### src/hdl/lap3_pkg.sv
// lap3_pkg: shared constants, types and helpers for the laplacian 3x3 edge filter
package lap3_pkg;

   localparam int PIX_W       = 8;
   localparam int COORD_W     = 11;
   localparam int DIM_W       = 12;
   localparam int MAX_WIDTH   = 2048;
   localparam int MAX_HEIGHT  = 2048;
   localparam int ADDR_W      = $clog2(MAX_WIDTH);
   localparam int WIDTH_LIMIT = (MAX_WIDTH < 2048) ? MAX_WIDTH : 2048;
   localparam int WIN_SIZE    = 3;
   localparam int WIN_TAPS    = WIN_SIZE * WIN_SIZE;
   localparam int NSUM_W      = PIX_W + 3;
   localparam int SUM_W       = PIX_W + 5;
   localparam int CSR_INDEX_W = 2;

   localparam logic [DIM_W-1:0] WIDTH_RESET  = DIM_W'(640);
   localparam logic [DIM_W-1:0] HEIGHT_RESET = DIM_W'(480);
   localparam logic [DIM_W-1:0] DIM_MIN      = DIM_W'(3);

   localparam logic [CSR_INDEX_W-1:0] CSR_IMAGE_WIDTH  = CSR_INDEX_W'(0);
   localparam logic [CSR_INDEX_W-1:0] CSR_IMAGE_HEIGHT = CSR_INDEX_W'(1);

   typedef logic [PIX_W-1:0] pixel_type;

   typedef struct packed {
      pixel_type upper;
      pixel_type lower;
   } line_pair_type;

   typedef struct packed {
      logic              we;
      logic [ADDR_W-1:0] waddr;
      line_pair_type     wdata;
      logic              re;
      logic [ADDR_W-1:0] raddr;
   } ram_ctrl_type;

   // index is row * 3 + column, row 0 oldest, column 2 newest
   typedef logic [WIN_TAPS-1:0][PIX_W-1:0] window_type;

   function automatic logic [DIM_W-1:0] clamp_dim(input logic [DIM_W-1:0] value,
                                                  input logic [DIM_W-1:0] limit);
      logic [DIM_W-1:0] result;
      result = value;
      if (result < DIM_MIN) begin
         result = DIM_MIN;
      end
      if (result > limit) begin
         result = limit;
      end
      return result;
   endfunction

endpackage

### src/hdl/lap3_kernel.sv
// lap3_kernel: laplacian sum over the 3x3 window with clamp to pixel range
module lap3_kernel import lap3_pkg::*; (
   input  window_type window,
   output pixel_type  pixel_out
);

   localparam int CENTER = WIN_TAPS / 2;

   logic [NSUM_W-1:0]        nsum;
   logic signed [SUM_W-1:0]  total;
   logic [NSUM_W-1:0]        center8;

   always_comb begin
      nsum = '0;
      for (int k = 0; k < WIN_TAPS; k++) begin
         if (k != CENTER) begin
            nsum = nsum + NSUM_W'(window[k]);
         end
      end
      center8 = {window[CENTER], 3'b000};
      total   = signed'({2'b00, center8}) - signed'({2'b00, nsum});
      if (total < 0) begin
         pixel_out = '0;
      end else if (total > signed'(SUM_W'(255))) begin
         pixel_out = '1;
      end else begin
         pixel_out = total[PIX_W-1:0];
      end
   end

endmodule

### config.mk
export PLATFORM = sky130hd
export DESIGN_NAME = lap3_kernel
export DESIGN_NICKNAME = d
export VERILOG_FILES = /design/src/hdl/lap3_pkg.sv /design/src/hdl/lap3_kernel.sv
export SDC_FILE = /design/constraint.sdc
export NUM_CORES = 1
export LEC_CHECK = 0
export BUFFER_PORTS_ARGS = -buffer_cell sky130_fd_sc_hd__buf_2
export CORE_UTILIZATION = 35
export DETAILED_ROUTE_END_ITERATION = 10
export GPL_TIMING_DRIVEN = 0
export PLACE_DENSITY_LB_ADDON = 0.05
export SETUP_SLACK_MARGIN = 0.02
export SLEW_MARGIN = 15
export SYNTH_ARGS = -nofsm -noshare
export SYNTH_HDL_FRONTEND = slang
export SYNTH_SLANG_ARGS = --single-unit
### constraint.sdc
create_clock -name vclk -period 4.8
set_input_delay 0.24 -clock vclk [all_inputs]
set_output_delay 0.24 -clock vclk [all_outputs]
set_load 0.03 [all_outputs]
==> flow_metrics.py, run 1 <==
metrics = {
    "critical_path": {
        "critPathLaunchType": "input port",
        "crit_type": "in -> out",
        "cp.arrival_ns": 4.30,
        "crit_fanout": 8,
        "crit_required_ns": 4.56,
        "crit_path_start": "window[59]",
        "end_kind": "output pin",
    },
    "sta": {
        "fmax_mhz": 220,
        "tightest_slew_ns": 0.364,
        "drv_slew": 0,
        "whs_ns": 1.11,
        "final-hold-violation-count": 0,
        "finalCriticalPeriod_ns": 4.54,
        "period_share_pct": 94.6,
        "rsz0062_at_grt": "false",
        "max_slew_margin_pct": 75.7,
        "setup_violations": 0,
        "setup_tns_ns": 0,
        "fin_ws_ns": 0.260,
    },
    "floorplan": {
        "dieArea_mm2": 0.00681,
        "die_h_um": 82.5,
        "ios": 80,
        "rows": 28,
        "start_util_pct": 37.2,
        "core_area_mm2": 0.00610,
        "die_x_um": 82.5,
    },
    "place": {
        "post-dp-hpwl_um": 3490,
        "dp_slack_ns": 0.123,
        "io_buffers": 80,
        "gp_congestion": 0.751,
    },
    "synthesis": {
        "syn_inst": 256,
        "synthesis.nets": 400,
        "yosysUniqueCellTypes": 33,
        "netlist_area_mm2": 0.00227,
        "avgSynthCellArea_um2": 8.87,
        "yosysSeqAreaShare_pct": 0,
        "ys_warn_count": 0,
    },
    "routing": {
        "vias_per_cell": 4.24,
        "antenna_left": 0,
        "detailroute.via_count": 1750,
        "wire_per_inst_um": 8.78,
        "routed_wl_um": 3630,
        "initialDrtViolationCount": 25,
        "drc": 0,
        "first_pass_iters": 4,
    },
    "final_layout": {
        "final_common_cell": "inv_1",
        "seq_area_um2": 0,
        "clkbuf_count": 0,
        "seq_cells": 0,
        "diodes": 0,
        "fin_nets": 484,
        "layout-drive-gt1-share_pct": 29.3,
        "multi_input_area_mm2": 0.00189,
        "area_growth_pct": 24.8,
        "nFillCells": 649,
        "layout_common_cells": "inv_1 (114), buf_2 (79), fa_1 (53)",
    },
    "min_path": {
        "hp-class": "in -> out",
        "min_to": "pixel_out[0]",
        "hold_path_depth": 4,
        "holdCritStartpoint": "window[32]",
    },
    "grt": {
        "grt_max_degree": 10,
        "grt_usage_pct": 11.7,
        "grt_pass1_vias": 1620,
        "grt-ovfl-total": 0,
        "antenna_found_initial": 0,
        "grt_pass1_wl_um": 6500,
    },
    "status": {
        "status": "finished, final reports clean",
    },
    "job": {
        "cap_violations": 0,
    },
}
[per-stage QoR]
stage	instance area, µm²	cells	utilization, %
CTS	2760	411	45.3
finish	2830	413	46.4
floorplan	2270	256	-
global route	2830	413	46.4
global placement	2760	411	45.3
detailed placement	2760	411	45.3
[what timing repair did]
action	in CTS	in global routing
hold buffers	0	0
setup endpoints to repair	0	8
buffers inserted	0	2
gates resized for setup	0	10
[per-layer routing]
layer	global-route usage (%)	vias to the layer above	wire [µm]
met5	0	-	0
met1	16.8	796	1790
met3	0.330	0	175
met2	20.8	41	1660
li1	-	913	-
met4	0	0	0
[area by class of cell]
cell class / count / share of cell area (%)
multi-input cells: 142 / 66.8
repair buffers: 82 / 14.8
inverters: 114 / 15.1
well taps: 75 / 3.31
[worst max path at each step]
stage | to | slack [ns] | cells past startpoint
2_1_floorplan | pixel_out[6] | 0.26 | 15
3_3_place_gp | pixel_out[3] | 0.08 | 17
3_5_place_dp | pixel_out[2] | 0.12 | 17
4_1_cts | pixel_out[2] | 0.08 | 17
5_1_grt | pixel_out[6] | 0.03 | 18
6_report | pixel_out[6] | 0.26 | 18
[Yosys cell counts]
cell	count	area, µm²
nor4_1	2	12.5
o21ai_0	4	20.0
nand2b_1	5	31.3
nand2_1	4	15.0
a211oi_1	1	7.51
a21oi_2	2	17.5
a41oi_1	8	70.1
ha_1	19	238
fa_1	53	1060
a31oi_2	1	12.5
o211ai_1	2	15.0
xnor2_2	1	16.3
a22o_1	1	8.76
a21o_1	2	15.0
a21oi_1	8	40.0
nand3_1	1	5.00
o311a_2	1	11.3
a311oi_4	1	26.3
nor2b_1	1	6.26
o31ai_4	1	21.3
a211o_1	1	8.76
and4b_4	1	13.8
or2_1	1	6.26
or2b_1	1	7.51
o22ai_1	1	6.26
nor4b_4	1	23.8
o211ai_2	1	12.5
o21bai_2	1	11.3
mux2i_1	1	10.0
xor2_1	2	17.5
nor2_1	8	30.0
inv_1	114	428
xnor2_1	5	43.8
[worst max-delay path: stages]
cell,delay [ns]
buf_2,0.07
inv_1,0.04
fa_1,0.53
inv_1,0.05
fa_1,0.50
inv_1,0.05
fa_1,0.48
inv_1,0.06
fa_1,0.53
inv_1,0.05
ha_2,0.38
o211ai_2,0.15
a21oi_4,0.27
or2_1,0.19
a311oi_4,0.10
buf_4,0.18
a41oi_1,0.20
buf_2,0.22
[logic make-up after synthesis]
family | synth area share [%]
buffers and inverters | 18.9
AOI/OAI and AO/OA | 13.4
and+or+nand+nor | 6.67
muxes | 0.441
adders and majority gates | 57.2
xor gates and xnor gates | 3.42
Power of run 1 is left out: the tool's default activity adds up to more than one toggle a clock period on the data nets, which glitch-free logic cannot reach.
==> run 2, diff against run 1 <==
- clock period: 4.8 -> 4.5 ns (I/O delays scaled with it)
==> flow_metrics.py, run 2 (synthesis gave the netlist of run 1 again) <==
metrics = {
    "status": {
        "status": "finished, final reports clean",
    },
    "routing": {
        "initialDrtViolationCount": 9,
        "drc": 0,
        "wire_per_inst_um": 9.19,
        "first_pass_iters": 4,
        "routed_wl_um": 3850,
        "vias_per_cell": 4.26,
        "antenna_left": 0,
        "detailroute.via_count": 1783,
    },
    "grt": {
        "met2_usage_pct": 20.1,
        "grt_pass1_wl_um": 6390,
        "use_met1_pct": 17.3,
        "grt_max_degree": 10,
        "grt-ovfl-total": 0,
        "grt_pass1_vias": 1594,
        "use_met3_pct": 0,
        "antenna_found_initial": 0,
        "busiest_layer": "met2",
        "grt_usage_pct": 11.6,
    },
    "sta": {
        "fmax_mhz": 230,
        "drv_slew": 0,
        "period_share_pct": 96.8,
        "finalCriticalPeriod_ns": 4.35,
        "final-hold-violation-count": 0,
        "setup_tns_ns": 0,
        "setup_violations": 0,
        "rsz0062_at_grt": "true",
        "tightest_slew_ns": 0.372,
        "whs_ns": 1.10,
        "fin_ws_ns": 0.146,
        "max_slew_margin_pct": 75.2,
    },
    "critical_path": {
        "crit_fanout": 8,
        "end_kind": "output pin",
        "critPathSlowestCell": "fa_1",
        "crit_top_cell": "fa_1",
        "critPathLaunchType": "input port",
        "crit_type": "in -> out",
        "cp_cell_sequence": "buf_2, inv_2, fa_1, fa_1, fa_1, inv_2, fa_1, inv_2, ha_4, o211ai_1, a22o_4, o31ai_4, a31oi_4, a41oi_2, buf_4",
        "cp.arrival_ns": 4.13,
        "crit_required_ns": 4.28,
        "cpPeakStageDelay_ns": 0.57,
    },
    "final_layout": {
        "clkbuf_count": 0,
        "multi_input_area_mm2": 0.00208,
        "final_util_pct": 51.1,
        "layout_common_cells": "inv_1 (103), buf_2 (69), fa_1 (52)",
        "nFillCells": 632,
        "layout-drive-gt1-share_pct": 39.0,
        "fin_nets": 490,
        "diodes": 0,
        "final_common_cell": "inv_1",
        "area_growth_pct": 37.4,
        "seq_area_um2": 0,
        "seq_cells": 0,
    },
    "floorplan": {
        "rows": 28,
        "start_util_pct": 37.2,
        "die_x_um": 82.5,
        "die_h_um": 82.5,
        "ios": 80,
        "core_area_mm2": 0.00610,
        "dieArea_mm2": 0.00681,
    },
    "job": {
        "cap_violations": 0,
    },
    "min_path": {
        "hp-class": "in -> out",
    },
    "place": {
        "io_buffers": 80,
        "post-dp-hpwl_um": 3570,
        "dp_slack_ns": -0.155,
        "gp_congestion": 0.751,
    },
    "clock_tree": {
        "ctsHoldBuffers": 0,
    },
}
==> run 2: final timing paths <==
check	startpoint	slack, ns	cells past startpoint	to
worst max-delay path	window[68]	0.15	15	pixel_out[6]
worst min-delay path	window[32]	1.10	4	pixel_out[0]
==> run 2: what timing repair did <==
| item | in CTS | in global routing |
|---|---|---|
| pin swaps | 5 | 36 |
| endpoints found under the hold margin | 0 | 0 |
| endpoints found under the setup margin | 8 | 8 |
| gates resized for setup | 21 | 40 |
| setup buffers | 3 | 5 |
==> run 2: per-stage QoR <==
stage,area [µm²],std cells
3_5_place_dp,2770,411
6_report,3120,419
4_1_cts,2910,414
2_1_floorplan,2280,256
5_1_grt,3120,419
3_3_place_gp,2770,411
==> run 2: routing by layer <==
layer  part of all wire (%)  up-vias
met5                      0        -
met2                     46       39
met4                      0        0
met1                     49      821
met3                    4.3        0
li1                       -      923
==> run 2: area by class of cell <==
cell class / instances / share of cell area [%]
inverters: 114 / 13.8
multi-input cells: 142 / 66.6
well taps: 75 / 3.01
repair buffers: 88 / 16.6
==> run 2: critical path, delay by kind of cell <==
family | cells | cell delay, ns
buffers and inverters | 5 | 0.40
AO/OA/AOI/OAI | 5 | 1.17
adder cells (fa/ha/maj) | 5 | 2.34
Power of run 2 is left out for the same reason.
==> run 3, diff against run 2 <==
- ABC_AREA: unset -> 1
- clock period: 4.5 -> 4.1 ns (I/O delays scaled with it)
==> flow_metrics.py, run 3 <==
metrics = {
    "status": {
        "status": "finished, final reports clean",
    },
    "routing": {
        "first_pass_iters": 4,
        "wire_per_inst_um": 8.68,
        "antenna_left": 0,
        "detailroute.via_count": 1947,
        "routed_wl_um": 4070,
        "top_layer": "met3",
        "initialDrtViolationCount": 27,
        "drt-met1-wl_um": 1690,
        "vias_per_cell": 4.15,
        "route.met3.wl_um": 126,
        "met2RoutedLength_um": 2250,
        "drc": 0,
    },
    "synthesis": {
        "synthesis.nets": 449,
        "netlist_top_cells_area": "fa_1 (46%), inv_1 (22%), ha_1 (10%)",
        "synth_most_common_cell": "inv_1",
        "avgSynthCellArea_um2": 7.51,
        "netlist_area_mm2": 0.00229,
        "synth_common_cells": "inv_1 (133), fa_1 (53), nand2_1 (42)",
        "netlist.area_leader.share_pct": 46.3,
        "ys_warn_count": 0,
        "yosysUniqueCellTypes": 18,
        "syn_inst": 305,
        "yosysSeqAreaShare_pct": 0,
        "yosys.area.top_type": "fa_1",
    },
    "floorplan": {
        "die_x_um": 82.9,
        "rows": 29,
        "die_h_um": 82.9,
        "ios": 80,
        "dieArea_mm2": 0.00687,
        "start_util_pct": 36.1,
        "core_area_mm2": 0.00635,
    },
    "critical_path": {
        "cp_cell_sequence": "buf_6, fa_1, inv_1, fa_1, fa_1, inv_2, fa_1, inv_2, ha_4, nand2_4, nor2_2, nand3_2, nand3_2, nand2_2, nand2_2, nand3_4, nor2_1, nor2_1, buf_4",
        "end_kind": "output pin",
        "critPathLaunchType": "input port",
        "crit_required_ns": 3.89,
        "critPathSlowestCell": "fa_1",
        "crit_fanout": 8,
        "crit_top_cell": "fa_1",
        "cpPeakStageDelay_ns": 0.58,
        "crit_type": "in -> out",
        "cp.arrival_ns": 3.85,
    },
    "final_layout": {
        "final_common_cell": "inv_1",
        "diodes": 0,
        "layout_common_cells": "inv_1 (118), buf_2 (70), fa_1 (53)",
        "finalNonFillerCells": 469,
        "fin_area_mm2": 0.00315,
        "area_growth_pct": 37.4,
        "fin_nets": 538,
        "layout-drive-gt1-share_pct": 41.3,
        "seq_area_um2": 0,
        "seq_cells": 0,
        "clkbuf_count": 0,
        "nFillCells": 667,
    },
    "grt": {
        "antenna_found_initial": 0,
        "grt-ovfl-total": 0,
        "grt_max_degree": 12,
        "grt_pass1_wl_um": 8130,
        "grt_pass1_vias": 2138,
        "grt_usage_pct": 13.5,
    },
    "sta": {
        "drv_slew": 0,
        "final-hold-violation-count": 0,
        "fin_ws_ns": 0.0431,
        "setup_violations": 0,
        "setup_tns_ns": 0,
        "finalCriticalPeriod_ns": 4.06,
        "tightest_slew_ns": 0.308,
        "period_share_pct": 98.9,
        "rsz0062_at_grt": "true",
        "max_slew_margin_pct": 79.4,
        "fmax_mhz": 246,
    },
    "place": {
        "gp_congestion": 0.770,
        "dpl-instance-area_mm2": 0.00279,
        "dp_cells": 462,
        "dp_slack_ns": -0.149,
        "io_buffers": 80,
        "post-dp-hpwl_um": 3720,
    },
    "job": {
        "cap_violations": 0,
    },
    "min_path": {
        "hp-class": "in -> out",
    },
}
==> run 3: cell families after synthesis <==
logic type               Yosys count  synth area share, %
buffers and inverters            133                 21.8
AND/OR/NAND/NOR                   80                 14.9
adder cells (fa/ha/maj)           72                 56.7
AO/OA/AOI/OAI                     10                 2.84
XOR/XNOR                          10                 3.82
==> run 3: layout make-up <==
type	count	area [µm²]	share of cell area [%]
inverter	133	499	15.9
multi-input combinational	172	2060	65.5
tap	77	96.3	3.06
timing repair buffer	87	489	15.5
==> run 3: routing by layer <==
metal  vias to the layer above  GRT usage [%]
met3                         0         0.0994
met1                       908           15.9
met2                        42           28.5
met5                         -              0
li1                        997              -
met4                         0              0
==> run 3: worst paths after layout <==
path        from            to  slack [ns]  cells after the start
max   window[27]  pixel_out[4]        0.04                     19
min   window[32]  pixel_out[0]        1.05                      5
==> run 3: repair_timing <==
item | in CTS | in global routing
resized for setup | 28 | 61
hold buffers | 0 | 0
buffers inserted | 1 | 6
setup endpoints to repair | 8 | 8
pin swaps | 31 | 48
==> run 3: worst max-delay path, delay by kind of cell <==
family | cells | cell delay, ns
adders and majority gates | 5 | 2.39
buffers and inverters | 5 | 0.41
and+or+nand+nor | 9 | 0.83
==> run 3: metrics by stage <==
step / utilization, % / hold slack, ns
6_report: 49.6 / 1.05
5_1_grt: 49.6 / 1.11
4_1_cts: 45.9 / 1.03
3_5_place_dp: 43.9 / 1.04
3_3_place_gp: 43.9 / 1.02
2_1_floorplan: - / 0.671
Power of run 3 is left out for the same reason.
